<file path="src/sv/gws_pkg.sv">
package gws_pkg;

  localparam int IMAGE_WIDTH = 512;
  localparam int COL_W = $clog2(IMAGE_WIDTH);
  localparam int ROW_W = 12;
  localparam int ROWS_CFG_W = 13;
  localparam int PIX_W = 8;
  localparam int WT_W = 32;
  localparam int VAL_W = 16;
  localparam int OUT_COL_W = 9;
  localparam int MEM_AW = COL_W + 2;
  localparam int MEM_DEPTH = 4 * (2 ** COL_W);

  localparam int NUM_W = 44;
  localparam int DEN_W = 36;

  localparam int QUEUE_DEPTH = 32;
  localparam int QUEUE_AW = $clog2(QUEUE_DEPTH);
  localparam int QUEUE_CW = $clog2(QUEUE_DEPTH + 1);

  localparam logic [ROWS_CFG_W-1:0] ROWS_RESET = 13'd512;
  localparam logic [ROWS_CFG_W-1:0] ROWS_MIN = 13'd3;
  localparam logic [ROWS_CFG_W-1:0] ROWS_MAX = 13'd4096;

  localparam logic [30:0] LOG2E_Q30 = 31'd1549082005;
  localparam logic [31:0] LN2_Q32 = 32'd2977044472;
  localparam logic [33:0] ONE_Q32 = 34'h1_0000_0000;

  typedef struct packed {
    logic [ROW_W-1:0] row;
    logic [COL_W-1:0] col;
    logic [VAL_W-1:0] val;
  } result_t;

endpackage

</file>
<file path="src/sv/gws_queue.sv">
module gws_queue import gws_pkg::*; (
  input  logic                clk,
  input  logic                rst,
  input  logic                push_valid,
  input  result_t             push_data,
  input  logic                pop,
  output result_t             head_data,
  output logic [QUEUE_CW-1:0] count
);

  result_t entries [QUEUE_DEPTH];
  logic [QUEUE_AW-1:0] head;
  logic push_ok, pop_ok;

  assign push_ok = push_valid && (count < QUEUE_CW'(QUEUE_DEPTH));
  assign pop_ok = pop && (count != '0);
  assign head_data = entries[head];

  always_ff @(posedge clk) begin
    if (push_ok) begin
      entries[QUEUE_AW'(head + count[QUEUE_AW-1:0])] <= push_data;
    end
  end

  always_ff @(posedge clk) begin
    if (rst) begin
      head <= '0;
      count <= '0;
    end else begin
      if (pop_ok) begin
        head <= head + QUEUE_AW'(1);
      end
      count <= count + QUEUE_CW'(push_ok) - QUEUE_CW'(pop_ok);
    end
  end

endmodule

</file>
<file path="config.mk">
export PLATFORM = sky130hd
export DESIGN_NAME = gws_queue
export DESIGN_NICKNAME = d
export VERILOG_FILES = /design/src/sv/gws_pkg.sv /design/src/sv/gws_queue.sv
export SDC_FILE = /design/constraint.sdc
export NUM_CORES = 1
export LEC_CHECK = 0
export ABC_AREA = 1
export BUFFER_PORTS_ARGS = -buffer_cell sky130_fd_sc_hd__buf_2
export CAP_MARGIN = 10
export CORE_MARGIN = 2
export CORE_UTILIZATION = 48
export CTS_CLUSTER_SIZE = 12
export DETAILED_ROUTE_END_ITERATION = 8
export HOLD_SLACK_MARGIN = 0.15
export PLACE_DENSITY = 0.66
export SLEW_MARGIN = 20
export SYNTH_ARGS = -nofsm -noshare
export SYNTH_HDL_FRONTEND = slang
export SYNTH_SLANG_ARGS = --single-unit
</file>
<file path="constraint.sdc">
create_clock -name clk -period 3.4 [get_ports clk]
set_input_delay 0.17 -clock clk [delete_from_list [all_inputs] [get_ports clk]]
set_output_delay 0.17 -clock clk [all_outputs]
set_load 0.005 [all_outputs]
</file>
==> impl_metrics.tcl <==
set metrics [dict create \
    ys_seq_area_share_pct 72.6 \
    grt_first_pass_wirelength_mm 196 \
    core_um2 102000 \
    seq_area_um2 35900 \
    clkPwrFrac_pct 31.5 \
    cts_tree "yes" \
    leakagePower_uw 0.0201 \
    dp_hpwl_mm 75.1 \
    swShare_pct 31.4 \
    wl_per_cell_um 23.3 \
    clk_latency_ps 700 \
    grt_usage_pct 24.8 \
    grt_pass1_vias 30900 \
    fin_crit_sh_pct 95.4 \
    finalWirelength_mm 133 \
    start_util_pct 48.5 \
    dieHeight_um 325 \
    whs_path_depth 8 \
    dieArea_um2 105000 \
    rr_endpoint "entries[3][24]" \
    timing.rr.start "head[0]" \
    setup_viol 0 \
    power_density_nw_per_um2 701 \
    cp_cell_sequence "buf_12 > buf_12 > nand2_1 > nand3_1 > nand3_1 > nand2_1 > nand2_1 > nand2_1 > nand2_1 > nand2_1 > buf_2" \
    h-tree-depth 3 \
    drc 0 \
    rows 117 \
    rsz0062_at_grt "no" \
    arrival_ps 3070 \
    finalSetupTns_ps 0 \
    viasPerCell 5.61 \
    min_from "push_valid" \
    synthesis.area_um2 49400 \
    vdd_drop_max_v 0.000514 \
    reg2reg_depth 8 \
    critical_path_class "register to primary output" \
    clkTransAtPathRegs_ps 60 \
    syn_area_per_cell_um2 11.9 \
    num-fill-cells 8579 \
    critPathMostFrequentCell "nand2_1" \
    yosys_register_bits 1200 \
    clk_path_buf_depth 3 \
    area_delta_synth_final_pct 11.7 \
    min_path_type "input pin to register" \
    min_to "count[0]" \
    whs_ps 188 \
    cts.sink_count 1200 \
    maxSlewHeadroom_pct 31.0 \
    power_switching_uw 12200 \
    postSynthCellCount 4154 \
    layout.nets 4327 \
    die_w_um 325 \
    fin_crit_ps 3240 \
    route.vias.total 32100 \
    r2r_slack_ps 400 \
    path_max_fanout 126 \
    multi_input_area_um2 11600 \
    maxSlewViolCount 0 \
    dr.first_iter.drc_count 3647 \
    portBuffers 83 \
    outcome "complete, no violations" \
    synth_cell_types 28 \
    crit_path_top_delay_cell "dfxtp_4" \
    final_cell_count_no_fill 5721 \
    dp.cells 5475 \
    grt-ovfl-total 0 \
    synth.net_count 4209 \
    gp_congestion 0.843 \
    clockRootBuffer "clkbuf_16" \
    seqPwrFrac_pct 45.0 \
    endpoint_kind "primary output" \
    antenna_found_initial 4 \
    skew_ps 23.8 \
    firstDrtPassIters 6 \
    p_int_uw 26500 \
    worst_slew_pin_slew_ps 1030 \
    ant_nets 0 \
    drive_above_1_share_pct 9.10 \
    maxCapViolations 0 \
    hold_violations 0 \
    critPathMaxStageDelay_ps 430 \
    required_ps 3230 \
    cts-buffers-inserted 121 \
    ios 84 \
    start_kind "register" \
    fmax_mhz 308 \
    grt_max_degree 158 \
    combPwrFrac_pct 23.5 \
    yosysWarnings 0 \
]
## worst max-delay path: cells and delay by family (launching register included)
family,cells,cell delay [ps]
flops,1,430
buf+inv,3,680
simple gates,8,1040
## metal layers
metal	wire length, um	vias up	share of wire (%)	global-route usage [%]
met5	0	-	0	0
met4	6070	0	4.6	10.5
met3	9960	278	7.5	3.41
met2	63500	1365	48	40.4
met1	53500	15700	40	33.6
li1	-	14700	-	-
## cells by family (layout without fill, tap and decap cells)
kind of cell    after synthesis  count (layout)  share of synthesized area (%)
simple gates               2636            2636                           22.4
flops                      1200            1200                           72.6
buf+inv                     279             477                           4.33
compound gates               22              22                          0.236
fa+ha+maj                    14              14                          0.385
xor+xnor                      3               3                         0.0532
other cells                   0               1                              0
## through the flow
stage,instance area [um2],total power [uW],worst slack (ps),util [%]
final,55100,38700,156,54.1
after global routing,55100,40300,52.8,54.1
after CTS,55100,38800,4.14,54.0
after detailed placement,51200,26700,440,50.2
after global placement,51200,26500,460,50.2
after floorplan,49400,23700,-86.5,-
## power groups by stage
stage                     Sequential, uW  Clock [uW]  Combinational, uW
after global routing               17500       12800              10000
after floorplan                    17700           0               5970
final                              17400       12200               9110
after global placement             17700           0               8810
after detailed placement           17700           0               8940
after CTS                          17400       12300               9050
## synth_stat cells
master,count,area [um2]
nand2_1,1681,6310
edfxtp_1,1184,35600
nand3_1,907,4540
buf_2,100,500
buf_6,91,1020
nor2_1,44,165
buf_4,31,233
inv_1,24,90.1
dfxtp_1,16,320
a21oi_1,13,65.1
buf_8,12,180
ha_1,12,150
clkbuf_1,11,41.3
buf_1,6,22.5
o21ai_0,6,30.0
fa_1,2,40.0
nand4_1,2,12.5
xnor2_1,2,17.5
a21o_1,1,7.51
a31oi_1,1,6.26
buf_12,1,20.0
inv_12,1,16.3
inv_2,1,3.75
inv_4,1,6.26
nand3b_1,1,7.51
nor3_1,1,5.00
o31ai_1,1,7.51
xor2_1,1,8.76
## worst max-delay path by stage
stage | from | endpoint | slack, ps | depth (start not counted)
2_1_floorplan | count[0] | entries[20][0] | -90 | 9
3_3_place_gp | head[0] | entries[2][27] | 460 | 8
3_5_place_dp | head[0] | entries[2][15] | 440 | 8
4_1_cts | register | head_data[9] | 4 | 10
5_1_grt | register | head_data[31] | 50 | 11
6_report | register | head_data[31] | 160 | 11
## layout make-up
| class | instances | area share, % |
|---|---|---|
| Clock buffer | 161 | 5.80 |
| Timing Repair Buffer | 246 | 4.05 |
| Antenna cell | 1 | 0.00454 |
| Tap cell | 1368 | 3.10 |
| Inverter | 27 | 0.275 |
| Sequential cell | 1200 | 65.1 |
| Multi-Input combinational cell | 2675 | 21.1 |
| Clock inverter | 42 | 0.590 |
| Timing Repair inverter | 1 | 0.0295 |
## cell usage in the layout (no fill, tap or decap), types with 3 or more instances in the layout
master / instances
a21oi_1: 13
buf_12: 37
buf_2: 83
buf_4: 87
bufinv_16: 3
clkbuf_1: 39
clkbuf_16: 123
clkinv_1: 20
clkinv_2: 11
clkinv_8: 4
dfxtp_1: 11
dfxtp_4: 4
dlygate4sd3_1: 37
edfxtp_1: 1184
ha_1: 12
inv_1: 22
nand2_1: 1681
nand3_1: 907
nor2_1: 12
nor2_4: 32
o21ai_0: 6
## sequential cells by signal, indices dropped and copies added (netlist names), named ones only
register	flops
count	6
entries	1184
head	5
## timing repair
item                                     CTS  global route
resized for setup                          0             2
endpoints found under the setup margin     3            14
hold buffers                              37             0
buffers inserted                           0             3
hold endpoints to repair                1077             0
gates cloned                               1             1
Power figures use the tool's default switching activity.
