==> config.mk <==
export PLATFORM = sky130hd
export DESIGN_NAME = gws_div
export DESIGN_NICKNAME = d
export VERILOG_FILES = /design/src/sv/gws_pkg.sv /design/src/sv/gws_div.sv
export SDC_FILE = /design/constraint.sdc
export NUM_CORES = 1
export LEC_CHECK = 0
export ABC_AREA = 0
export BUFFER_PORTS_ARGS = -buffer_cell sky130_fd_sc_hd__buf_2
export CORE_UTILIZATION = 60
export DETAILED_ROUTE_END_ITERATION = 10
export PLACE_DENSITY = 0.88
export SLEW_MARGIN = 20
export SYNTH_ARGS = -nofsm -noshare
export SYNTH_HDL_FRONTEND = slang
export SYNTH_SLANG_ARGS = --single-unit
==> constraint.sdc <==
create_clock -name clk -period 5.8 [get_ports clk]
set_input_delay 1.74 -clock clk [delete_from_list [all_inputs] [get_ports clk]]
set_output_delay 1.74 -clock clk [all_outputs]
set_load 0.005 [all_outputs]
==> src/sv/gws_pkg.sv <==
package gws_pkg;

  localparam int IMAGE_WIDTH = 512;
  localparam int COL_W = $clog2(IMAGE_WIDTH);
  localparam int ROW_W = 12;
  localparam int ROWS_CFG_W = 13;
  localparam int PIX_W = 8;
  localparam int WT_W = 32;
  localparam int VAL_W = 16;
  localparam int OUT_COL_W = 9;
  localparam int MEM_AW = COL_W + 2;
  localparam int MEM_DEPTH = 4 * (2 ** COL_W);

  localparam int NUM_W = 44;
  localparam int DEN_W = 36;

  localparam int QUEUE_DEPTH = 32;
  localparam int QUEUE_AW = $clog2(QUEUE_DEPTH);
  localparam int QUEUE_CW = $clog2(QUEUE_DEPTH + 1);

  localparam logic [ROWS_CFG_W-1:0] ROWS_RESET = 13'd512;
  localparam logic [ROWS_CFG_W-1:0] ROWS_MIN = 13'd3;
  localparam logic [ROWS_CFG_W-1:0] ROWS_MAX = 13'd4096;

  localparam logic [30:0] LOG2E_Q30 = 31'd1549082005;
  localparam logic [31:0] LN2_Q32 = 32'd2977044472;
  localparam logic [33:0] ONE_Q32 = 34'h1_0000_0000;

  typedef struct packed {
    logic [ROW_W-1:0] row;
    logic [COL_W-1:0] col;
    logic [VAL_W-1:0] val;
  } result_t;

endpackage

==> src/sv/gws_div.sv <==
module gws_div import gws_pkg::*; (
  input  logic             clk,
  input  logic             rst,
  input  logic             start,
  input  logic [NUM_W-1:0] num,
  input  logic [DEN_W-1:0] den,
  output logic             done,
  output logic [VAL_W-1:0] quot
);

  logic [53:0] nfull;
  logic [36:0] dd;
  logic [37:0] rem, rem_n;
  logic [38:0] r2;
  logic [VAL_W-1:0] lo, lo_n;
  logic zero;
  logic busy;
  logic [3:0] cnt;

  assign nfull = {1'b0, num, 9'd0} + 54'(den);

  always_comb begin
    r2 = {rem, lo[VAL_W-1]};
    if (r2 >= 39'(dd)) begin
      rem_n = 38'(r2 - 39'(dd));
      lo_n = {lo[VAL_W-2:0], 1'b1};
    end else begin
      rem_n = r2[37:0];
      lo_n = {lo[VAL_W-2:0], 1'b0};
    end
  end

  always_ff @(posedge clk) begin
    if (rst) begin
      busy <= 1'b0;
      done <= 1'b0;
    end else begin
      done <= 1'b0;
      if (start) begin
        rem <= nfull[53:16];
        lo <= nfull[15:0];
        dd <= {den, 1'b0};
        zero <= (den == '0);
        cnt <= '0;
        busy <= 1'b1;
      end else if (busy) begin
        rem <= rem_n;
        lo <= lo_n;
        cnt <= cnt + 4'd1;
        if (cnt == 4'd15) begin
          busy <= 1'b0;
          done <= 1'b1;
          quot <= zero ? '0 : lo_n;
        end
      end
    end
  end

endmodule

==> results.json <==
{
  "status": "completed",
  "skew_ns": 0.0119,
  "setup_slack_ns": 1.39,
  "vias": 7740,
  "fin_util_pct": 70.4,
  "cts_max_level": 4,
  "syn_area_um2": 8630,
  "die_area_um2": 14900,
  "leakage_nw": 4.06,
  "fmax_mhz": 227,
  "cp-start-kind": "primary input",
  "sw_frac_of_total_pct": 33.5,
  "drt_iter0_drc": 842,
  "start_util_pct": 61.9,
  "yosysWarnings": 0,
  "place.port_buffers": 99,
  "crit_type": "primary input to flip-flop",
  "ys.flop_type": "edfxtp_1",
  "r2r_slack_ns": 1.81,
  "cellInternalPower_mw": 1.98,
  "drive_gt1_share_pct": 16.1,
  "drcViolationCount": 0,
  "cp_max_fo": 5,
  "ctsHoldBuffers": 0,
  "whs_path_depth": 1,
  "synthArstFlopShare_pct": 0,
  "setup_viol": 0,
  "seqPwrFrac_pct": 34.4,
  "ios": 100,
  "worstPathArrival_ns": 4.60,
  "slew_viol_final": 0,
  "fin_setup_tns_ns": 0,
  "fin_crit_sh_pct": 76.1,
  "grt_max_degree": 65,
  "slew_headroom_pct": 28.1,
  "wl_per_cell_um": 20.0,
  "numCtsBuffers": 17,
  "dp_hpwl_mm": 17.0,
  "postCtsSetupBuffers": 0,
  "p_comb_share_pct": 30.9,
  "p_clk_share_pct": 34.7,
  "r2r_cells": 10,
  "clockBufferDepth": 2,
  "syn_to_final_growth_pct": 13.7,
  "dp_slack_ns": 1.02,
  "peakVddDrop_v": 0.000220,
  "nFillCells": 1031,
  "netlist_instances": 917,
  "yosysSeqAreaShare_pct": 39.1,
  "fp.dieH_um": 122,
  "vias_per_cell": 6.49,
  "ctsResizeCount": 0,
  "min_path_type": "flip-flop to flip-flop",
  "hold_path_startpoint": "busy",
  "track_usage_pct": 32.8,
  "rsz0062_at_grt": "no",
  "end_kind": "flip-flop",
  "grt_antenna_before_repair": 0,
  "synth_edf_count": 111,
  "detail-route-antenna-nets": 0,
  "timing.rr.end": "rem[31]",
  "maxCapViolations": 0,
  "placementRows": 43,
  "synth-seq-cells": 113,
  "first_pass_iters": 6,
  "core_area_um2": 13900,
  "syn_nets": 1066,
  "rr_startpoint": "rem[9]",
  "clock_latency_ns": 0.44,
  "grt_pass1_vias": 7297,
  "p_per_area_nw_per_um2": 303,
  "switchingPower_uw": 994,
  "worstPathRequired_ns": 5.98,
  "nNetsFinal": 1148,
  "final-hold-violation-count": 0,
  "cts_tree": "built",
  "clk_pin_slew_ns": 0.06,
  "synth_cell_types": 73,
  "place_congestion": 0.915,
  "wirelength_mm": 23.8,
  "die_x_um": 122,
  "grt_pass1_wl_mm": 36.8,
  "num_antenna_cells": 0,
  "finalCriticalPeriod_ns": 4.41,
  "worst_pin_slew_ns": 1.08,
  "grt_overflow": 0,
  "clkSinkCount": 113,
  "cts_root_buf": "clkbuf_16",
  "p_total_mw": 2.97,
  "avgSynthCellArea_um2": 9.41,
  "min_to": "done"
}
per-stage QoR:
step / instance area (um2) / hold WS, ns / std cells
final: 9810 / 0.498 / 1192
after global routing: 9810 / 0.509 / 1192
after global placement: 9220 / 0.483 / 1159
after detailed placement: 9220 / 0.481 / 1159
after CTS: 9780 / 0.497 / 1191
after floorplan: 8630 / 0.466 / 917
cells in the mapped netlist, drive strengths merged (4+ instances only):
master | n | share of area (%)
o21a | 10 | 0.87
or2 | 4 | 0.29
a21oi | 93 | 5.4
and3 | 7 | 0.51
mux2i | 10 | 1.2
a21o | 21 | 1.8
nor2b | 19 | 1.4
or3 | 6 | 0.43
o211ai | 6 | 0.58
o21ai | 43 | 2.5
nor2 | 66 | 2.9
o21bai | 8 | 0.70
nand2 | 68 | 3.0
nor4 | 11 | 0.80
mux2 | 16 | 2.1
nand4 | 19 | 1.4
o211a | 4 | 0.55
edfxtp | 111 | 39
xnor2 | 40 | 4.1
buf | 13 | 0.97
ha | 64 | 9.3
xor2 | 31 | 3.1
a211oi | 22 | 1.9
nand3 | 25 | 1.4
clkbuf | 28 | 1.2
o22ai | 4 | 0.29
nor3 | 16 | 0.93
and2 | 8 | 0.58
a22oi | 6 | 0.52
a31oi | 14 | 1.1
a21boi | 5 | 0.43
nand2b | 5 | 0.36
inv | 61 | 2.7
o31ai | 5 | 0.49
cells by family (layout without fill, tap and decap cells):
kind of cell             Yosys count  in the layout  share of synthesized area, %
AND/OR/NAND/NOR                  266            266                          15.1
flip-flops                       113            113                          39.1
multiplexers                      26             26                          3.25
AO/OA/AOI/OAI                    273            273                          20.8
adder cells (fa/ha/maj)           66             66                          9.74
XOR/XNOR                          71             71                          7.20
buffers and inverters            102            197                          4.84
power by group through the flow:
stage / clock [mW] / sequential [mW] / combinational (mW)
floorplan: 0 / 1.02 / 0.654
global placement: 0 / 1.03 / 0.845
detailed placement: 0 / 1.04 / 0.870
CTS: 1.03 / 1.02 / 0.889
global route: 1.06 / 1.03 / 0.990
finish: 1.03 / 1.02 / 0.916
sequential cells by signal, summed over array words and instances (netlist names):
signal,count
quot,16
busy,1
cnt,4
rem,38
lo,16
done,1
dd,36
zero,1
worst max-delay path: stages:
cell      delay [ns]
buf_2           0.10
ha_1            0.34
a21oi_1         0.26
o21ai_1         0.17
a31oi_1         0.34
o31ai_2         0.16
a21oi_2         0.40
o21ai_1         0.24
a21boi_0        0.46
nor3_1          0.10
o31a_1          0.28
per-layer routing:
metal	wire (um)	track usage (%)	vias to the layer above
li1	-	-	3598
met2	11300	53.7	426
met3	2040	6.41	67
met5	0	0	-
met1	9730	42.4	3649
met4	780	13.4	0
area by class of cell:
class                           instances  area [um2]  area share, %
Timing Repair Buffer                  104         553           5.64
Tap cell                              180         225           2.30
Sequential cell                       113        3370           34.4
Clock inverter                         13         136           1.39
Clock buffer                           19         433           4.41
Multi-Input combinational cell        702        4860           49.6
Inverter                               61         229           2.33
worst max path at each step:
| stage | start | slack [ns] | depth (start not counted) | to |
|---|---|---|---|---|
| after global placement | num[4] | 1.19 | 11 | rem[28] |
| after global routing | den[13] | 1.20 | 11 | rem[28] |
| after floorplan | start | 0.74 | 3 | cnt[0] |
| after detailed placement | num[4] | 1.02 | 11 | rem[28] |
| final | num[4] | 1.39 | 11 | rem[28] |
| after CTS | num[4] | 1.41 | 11 | rem[28] |
placed cells by master, fill, tap and decap left out, types with 19 or more instances in the layout:
cell | synthesis | routed
nor2b_1 | 19 | 19
a21oi_1 | 92 | 92
nor2_1 | 66 | 64
nand3_1 | 25 | 25
a21o_1 | 21 | 21
o21ai_0 | 41 | 41
xnor2_1 | 40 | 40
edfxtp_1 | 111 | 111
nand2_1 | 68 | 68
nand4_1 | 19 | 19
a211oi_1 | 22 | 22
buf_2 | 4 | 99
inv_1 | 61 | 61
xor2_1 | 31 | 31
ha_1 | 64 | 64
Note: power is estimated with default switching activity, not from simulation.
