$ cat src/sv/gws_pkg.sv
package gws_pkg;

  localparam int IMAGE_WIDTH = 512;
  localparam int COL_W = $clog2(IMAGE_WIDTH);
  localparam int ROW_W = 12;
  localparam int ROWS_CFG_W = 13;
  localparam int PIX_W = 8;
  localparam int WT_W = 32;
  localparam int VAL_W = 16;
  localparam int OUT_COL_W = 9;
  localparam int MEM_AW = COL_W + 2;
  localparam int MEM_DEPTH = 4 * (2 ** COL_W);

  localparam int NUM_W = 44;
  localparam int DEN_W = 36;

  localparam int QUEUE_DEPTH = 32;
  localparam int QUEUE_AW = $clog2(QUEUE_DEPTH);
  localparam int QUEUE_CW = $clog2(QUEUE_DEPTH + 1);

  localparam logic [ROWS_CFG_W-1:0] ROWS_RESET = 13'd512;
  localparam logic [ROWS_CFG_W-1:0] ROWS_MIN = 13'd3;
  localparam logic [ROWS_CFG_W-1:0] ROWS_MAX = 13'd4096;

  localparam logic [30:0] LOG2E_Q30 = 31'd1549082005;
  localparam logic [31:0] LN2_Q32 = 32'd2977044472;
  localparam logic [33:0] ONE_Q32 = 34'h1_0000_0000;

  typedef struct packed {
    logic [ROW_W-1:0] row;
    logic [COL_W-1:0] col;
    logic [VAL_W-1:0] val;
  } result_t;

endpackage

$ cat src/sv/gws_weight.sv
module gws_weight import gws_pkg::*; (
  input  logic              clk,
  input  logic              rst,
  input  logic              start,
  input  logic signed [8:0] gx,
  input  logic signed [8:0] gy,
  output logic              done,
  output logic [WT_W-1:0]   weight
);

  typedef enum logic [8:0] {
    W_IDLE = 9'b000000001,
    W_SQRT = 9'b000000010,
    W_LOG  = 9'b000000100,
    W_RND  = 9'b000001000,
    W_LN   = 9'b000010000,
    W_INIT = 9'b000100000,
    W_TMUL = 9'b001000000,
    W_TDIV = 9'b010000000,
    W_FIN  = 9'b100000000
  } wstate_t;

  wstate_t state;

  logic signed [17:0] gx2, gy2;
  logic [17:0] s_full;
  logic [16:0] s_in;

  logic [49:0] op;
  logic [26:0] rem, rem_n;
  logic [24:0] root, root_n;
  logic [28:0] sq_r2;
  logic [26:0] sq_trial;
  logic [4:0]  sq_cnt;
  logic        pass2;

  logic [55:0] prod, ysum;
  logic [9:0]  kreg;
  logic [15:0] greg;
  logic [47:0] xprod;
  logic [31:0] xreg;
  logic [31:0] t;
  logic [63:0] tprod;
  logic [33:0] tsum;
  logic [3:0]  tidx;
  logic [31:0] dv, dv_n, d_c;
  logic [3:0]  drem, drem_n, r_c;
  logic [4:0]  r2;
  logic [2:0]  dcnt;

  logic [34:0] half, tot, wv;
  logic [WT_W-1:0] w_fin;

  assign gx2 = gx * gx;
  assign gy2 = gy * gy;
  assign s_full = $unsigned(gx2) + $unsigned(gy2);
  assign s_in = s_full[16:0];

  always_comb begin
    sq_r2 = {rem, op[49:48]};
    sq_trial = {root, 2'b01};
    if (sq_r2 >= {2'b00, sq_trial}) begin
      rem_n = 27'(sq_r2 - {2'b00, sq_trial});
      root_n = {root[23:0], 1'b1};
    end else begin
      rem_n = sq_r2[26:0];
      root_n = {root[23:0], 1'b0};
    end
  end

  assign ysum = prod + 56'(2 ** 29);
  assign xprod = 48'(greg) * 48'(LN2_Q32);
  assign tprod = 64'(t) * 64'(xreg);

  always_comb begin
    r_c = drem;
    d_c = dv;
    r2 = '0;
    for (int b = 0; b < 4; b++) begin
      r2 = {r_c, d_c[31]};
      d_c = {d_c[30:0], 1'b0};
      if (r2 >= {1'b0, tidx}) begin
        r_c = 4'(r2 - {1'b0, tidx});
        d_c[0] = 1'b1;
      end else begin
        r_c = r2[3:0];
      end
    end
    drem_n = r_c;
    dv_n = d_c;
  end

  always_comb begin
    half = (35'd1 << kreg[5:0]) >> 1;
    tot = {1'b0, tsum} + half;
    wv = tot >> kreg[5:0];
    if (kreg > 10'd33) begin
      w_fin = '0;
    end else if (|wv[34:32]) begin
      w_fin = '1;
    end else begin
      w_fin = wv[31:0];
    end
  end

  always_ff @(posedge clk) begin
    if (rst) begin
      state <= W_IDLE;
      done <= 1'b0;
    end else begin
      done <= 1'b0;
      case (state)
        W_IDLE: begin
          if (start) begin
            op <= {1'b0, s_in, 32'd0};
            rem <= '0;
            root <= '0;
            sq_cnt <= '0;
            pass2 <= 1'b0;
            state <= W_SQRT;
          end
        end
        W_SQRT: begin
          op <= op << 2;
          rem <= rem_n;
          root <= root_n;
          if (sq_cnt == 5'd24) begin
            if (!pass2) begin
              op <= {9'd0, root_n, 16'd0};
              rem <= '0;
              root <= '0;
              sq_cnt <= '0;
              pass2 <= 1'b1;
            end else begin
              state <= W_LOG;
            end
          end else begin
            sq_cnt <= sq_cnt + 5'd1;
          end
        end
        W_LOG: begin
          prod <= 56'(root) * 56'(LOG2E_Q30);
          state <= W_RND;
        end
        W_RND: begin
          kreg <= ysum[55:46];
          greg <= ysum[45:30];
          state <= W_LN;
        end
        W_LN: begin
          xreg <= xprod[47:16];
          state <= W_INIT;
        end
        W_INIT: begin
          t <= xreg;
          tsum <= ONE_Q32 - 34'(xreg);
          tidx <= 4'd2;
          state <= W_TMUL;
        end
        W_TMUL: begin
          dv <= tprod[63:32];
          drem <= '0;
          dcnt <= '0;
          state <= W_TDIV;
        end
        W_TDIV: begin
          dv <= dv_n;
          drem <= drem_n;
          dcnt <= dcnt + 3'd1;
          if (dcnt == 3'd7) begin
            t <= dv_n;
            tsum <= tidx[0] ? tsum - 34'(dv_n) : tsum + 34'(dv_n);
            if (tidx == 4'd13) begin
              state <= W_FIN;
            end else begin
              tidx <= tidx + 4'd1;
              state <= W_TMUL;
            end
          end
        end
        W_FIN: begin
          weight <= w_fin;
          done <= 1'b1;
          state <= W_IDLE;
        end
        default: begin
          state <= W_IDLE;
        end
      endcase
    end
  end

endmodule

$ cat config.mk
export PLATFORM = sky130hd
export DESIGN_NAME = gws_weight
export DESIGN_NICKNAME = d
export VERILOG_FILES = /design/src/sv/gws_pkg.sv /design/src/sv/gws_weight.sv
export SDC_FILE = /design/constraint.sdc
export NUM_CORES = 2
export LEC_CHECK = 0
export ABC_AREA = 0
export BUFFER_PORTS_ARGS = -buffer_cell sky130_fd_sc_hd__buf_4
export CORE_MARGIN = 3
export CORE_UTILIZATION = 25
export CTS_BUF_LIST = sky130_fd_sc_hd__clkbuf_4 sky130_fd_sc_hd__clkbuf_8
export DETAILED_ROUTE_END_ITERATION = 10
export HOLD_SLACK_MARGIN = 0.05
export PLACE_DENSITY = 0.49
export SYNTH_ARGS = -nofsm -noshare
export SYNTH_HDL_FRONTEND = slang
export SYNTH_SLANG_ARGS = --single-unit
$ cat constraint.sdc
create_clock -name clk -period 8.3 [get_ports clk]
set_input_delay 1.245 -clock clk [delete_from_list [all_inputs] [get_ports clk]]
set_output_delay 1.245 -clock clk [all_outputs]
set_load 0.02 [all_outputs]
==> impl_metrics.py <==
metrics = {
    "outcome": {
        "status": "finished, violations left",
        "violations": "negative setup slack",
    },
    "power": {
        "power_w": 0.01636,
        "powerDensity_nw_per_um2": 182.9,
        "leakage_nw": 43.23,
        "peakVddDrop_mv": 0.7242,
    },
    "clock_tree": {
        "cts_tree": "done",
        "cts_max_level": 3,
        "clk_latency_ps": 790,
        "cts_made_buffers": 69,
        "cts_root_buf": "clkbuf_8",
        "clkSinkCount": 328,
        "clkTransAtPathRegs_ps": 70,
        "cts_buffer_depth": 3,
    },
    "drt": {
        "antenna_left": 0,
        "vias": 57780,
        "drt_iter0_drc": 3500,
        "routedWlPerCell_um": 18.86,
        "dr.pass1.iters": 6,
        "drc": 0,
        "wl_mm": 240.5,
        "post_drt_via_cell_ratio": 4.531,
    },
    "synthesis": {
        "avgSynthCellArea_um2": 9.377,
        "synth_edf_count": 318,
        "yosysWarningCount": 0,
        "ys_ff_latch": 328,
        "netlist_area_um2": 77510,
        "synth_cells": 8266,
        "ys_seq_area_frac": 0.1258,
        "synth_flop_cell": "edfxtp_1",
        "synth_fp_nets": 10670,
        "synthArstFlopShare": 0,
        "ys_types": 98,
    },
    "sta": {
        "setup_ws_ps": -127.5,
        "final_hold_viol_count": 0,
        "drv_slew": 0,
        "slew_headroom": 0.2486,
        "fin_skew_ps": 53.76,
        "timing.fmax_mhz": 118.7,
        "min_period_ps": 8427,
        "min_period_over_period": 1.015,
        "hold-worst-slack_ps": 542.7,
        "rsz0062_at_grt": "yes",
        "setup_violations": 6,
        "tightestPinTransition_ps": 1123,
    },
    "worst_setup_path": {
        "path_common_cell": "fa_1",
        "worst_setup_path_start_kind": "register",
        "critPathMaxFanout": 13,
        "cp.required_ps": 8810,
        "slowest_delay_ps": 600,
        "slowest_stage": "fa_1",
        "critPathCaptureType": "register",
        "critical_path_arrival_ps": 8940,
        "crit_type": "register to register",
        "reg2reg_from": "t[17]",
        "cp-startpoint": "t[17]",
    },
    "placed_design": {
        "dpl.hpwl_mm": 201.0,
        "gp_congestion": 0.9015,
        "io_buffers": 53,
    },
    "floorplanning": {
        "coreArea_um2": 307300,
        "die-area_um2": 316800,
        "die_h_um": 562.8,
        "start_util": 0.2522,
        "pin_count": 54,
        "die_w_um": 562.8,
        "rows": 203,
    },
    "layout": {
        "seq_area_um2": 9749,
        "drive_gt1_frac": 0.1133,
        "area_growth_pct": 15.39,
        "multiInputGateArea_um2": 60860,
        "fin_nets": 11000,
        "nFillCells": 32500,
    },
    "global_route": {
        "grt_pass1_wl_mm": 377.3,
        "grtUsageTotal": 0.1531,
        "grt_pass1_vias": 62870,
        "grt_max_degree": 64,
        "antenna_found_initial": 5,
        "grt_overflow": 0,
    },
    "job": {
        "maxCapViolations": 0,
    },
    "hold_path": {
        "min_path_type": "register to register",
        "holdCritStartpoint": "state[3]",
    },
}
[layout make-up]
class / count / share of cell area
timing repair buffer: 594 / 0.05951
clock buffer: 95 / 0.01336
multi-input combinational: 5786 / 0.6804
sequential: 328 / 0.1090
clock inverter: 28 / 0.003819
inverter: 1818 / 0.07638
tap: 4100 / 0.05736
antenna: 5 / 0.0001399
[routing by layer]
layer / part of all wire / track usage / routed length [µm] / vias up
met5: 0.000079 / 0 / 19 / -
met4: 0.026 / 0.03682 / 6252 / 2
met3: 0.050 / 0.01928 / 12100 / 263
met2: 0.47 / 0.2542 / 113500 / 1344
met1: 0.45 / 0.2112 / 108700 / 29780
li1: - / - / - / 26400
[sequential cells by signal, indices dropped and copies added (netlist names), 4 cells and up]
register,flops
op,34
tsum,34
dv,32
t,32
weight,32
xreg,32
prod,27
rem,27
root,25
greg,16
kreg,10
state,9
sq_cnt,5
drem,4
tidx,4
[synthesized netlist by cell type (9+ instances only)]
master | n | area [µm²]
inv_1 | 1817 | 6820
fa_1 | 1472 | 29470
nand2_1 | 1189 | 4463
ha_1 | 906 | 11340
edfxtp_1 | 318 | 9549
a21oi_1 | 311 | 1556
nor2_1 | 284 | 1066
and2_1 | 278 | 1739
clkbuf_1 | 244 | 915.9
xnor2_1 | 185 | 1620
o21ai_0 | 150 | 750.7
a21o_1 | 119 | 893.4
xor2_1 | 100 | 875.8
nand3_1 | 96 | 480.5
buf_1 | 72 | 270.3
nor3_1 | 58 | 290.3
a31oi_1 | 41 | 256.5
o21a_1 | 41 | 307.8
nand2b_1 | 40 | 250.2
nand4_1 | 39 | 244.0
nor2b_1 | 38 | 237.7
mux2i_1 | 37 | 370.4
a211oi_1 | 32 | 240.2
o21bai_1 | 28 | 210.2
and3_1 | 27 | 168.9
nor4_1 | 23 | 143.9
or3_1 | 21 | 131.4
or4_1 | 18 | 135.1
buf_2 | 16 | 80.08
a211o_1 | 15 | 131.4
o211ai_1 | 15 | 112.6
mux2_2 | 14 | 157.7
and4_1 | 13 | 113.9
mux4_2 | 11 | 247.7
dfxtp_1 | 10 | 200.2
nor3b_1 | 10 | 75.07
o21ai_1 | 9 | 45.04
o221ai_1 | 9 | 78.83
o31ai_1 | 9 | 67.56
[final timing paths]
check	to	slack [ps]	cells after the start
hold reg to reg	state[3]	540	1
setup / recovery	dv[31]	-130	31
hold / removal	state[3]	540	1
setup reg to reg	dv[31]	-130	31
[cells in the final DEF, fill, tap and decap left out, drive strengths merged, types with 185 or more instances in the layout]
cell type,n
inv,1820
fa,1472
nand2,1189
ha,906
buf,592
edfxtp,318
a21oi,316
nor2,284
and2,280
xnor2,185
[critical path, delay by kind of cell, from the launching register on]
kind	cells	cell delay [ps]
AO/OA/AOI/OAI	8	1680
XOR/XNOR	1	130
adder cells (fa/ha/maj)	9	4320
buffers and inverters	10	980
flip-flops	1	350
AND/OR/NAND/NOR	3	730
[timing repair]
item / CTS / global route
setup buffers: 31 / 43
gates resized for setup: 82 / 212
cloned: 2 / 1
pin swaps: 93 / 155
hold buffers: 0 / 0
endpoints found under the setup margin: 42 / 46
[metrics by stage]
stage	TNS, ps	instances	utilization	worst slack (ps)	instance area, µm²
after floorplan	-212.1	8266	-	-119.9	77640
after global placement	-16430	12550	0.2797	-705.6	85970
after detailed placement	-17690	12550	0.2797	-675.2	85970
after CTS	-596.0	12710	0.2870	-156.2	88200
after global routing	-5909	12750	0.2910	-452.7	89430
final	-359.1	12750	0.2910	-127.5	89440
[report_power, final]
| group | internal [W] | switching (W) | total [W] |
|---|---|---|---|
| Sequential | 0.00243 | 0.0000417 | 0.00247 |
| Clock | 0.00116 | 0.000890 | 0.00205 |
| Combinational | 0.00508 | 0.00675 | 0.0118 |
| Total | 0.00868 | 0.00769 | 0.0164 |
[logic make-up (layout without fill, tap and decap cells)]
kind of cell	count (synthesis)	after routing	synth area share
AND/OR/NAND/NOR	2168	2168	0.1266
multiplexers	62	62	0.01001
adder cells (fa/ha/maj)	2378	2378	0.5264
other	0	5	0
flip-flops	328	328	0.1258
XOR/XNOR	285	285	0.03220
buffers and inverters	2152	2535	0.1046
AO/OA/AOI/OAI	893	893	0.07435
No activity file was read; power rests on OpenSTA's default activity.
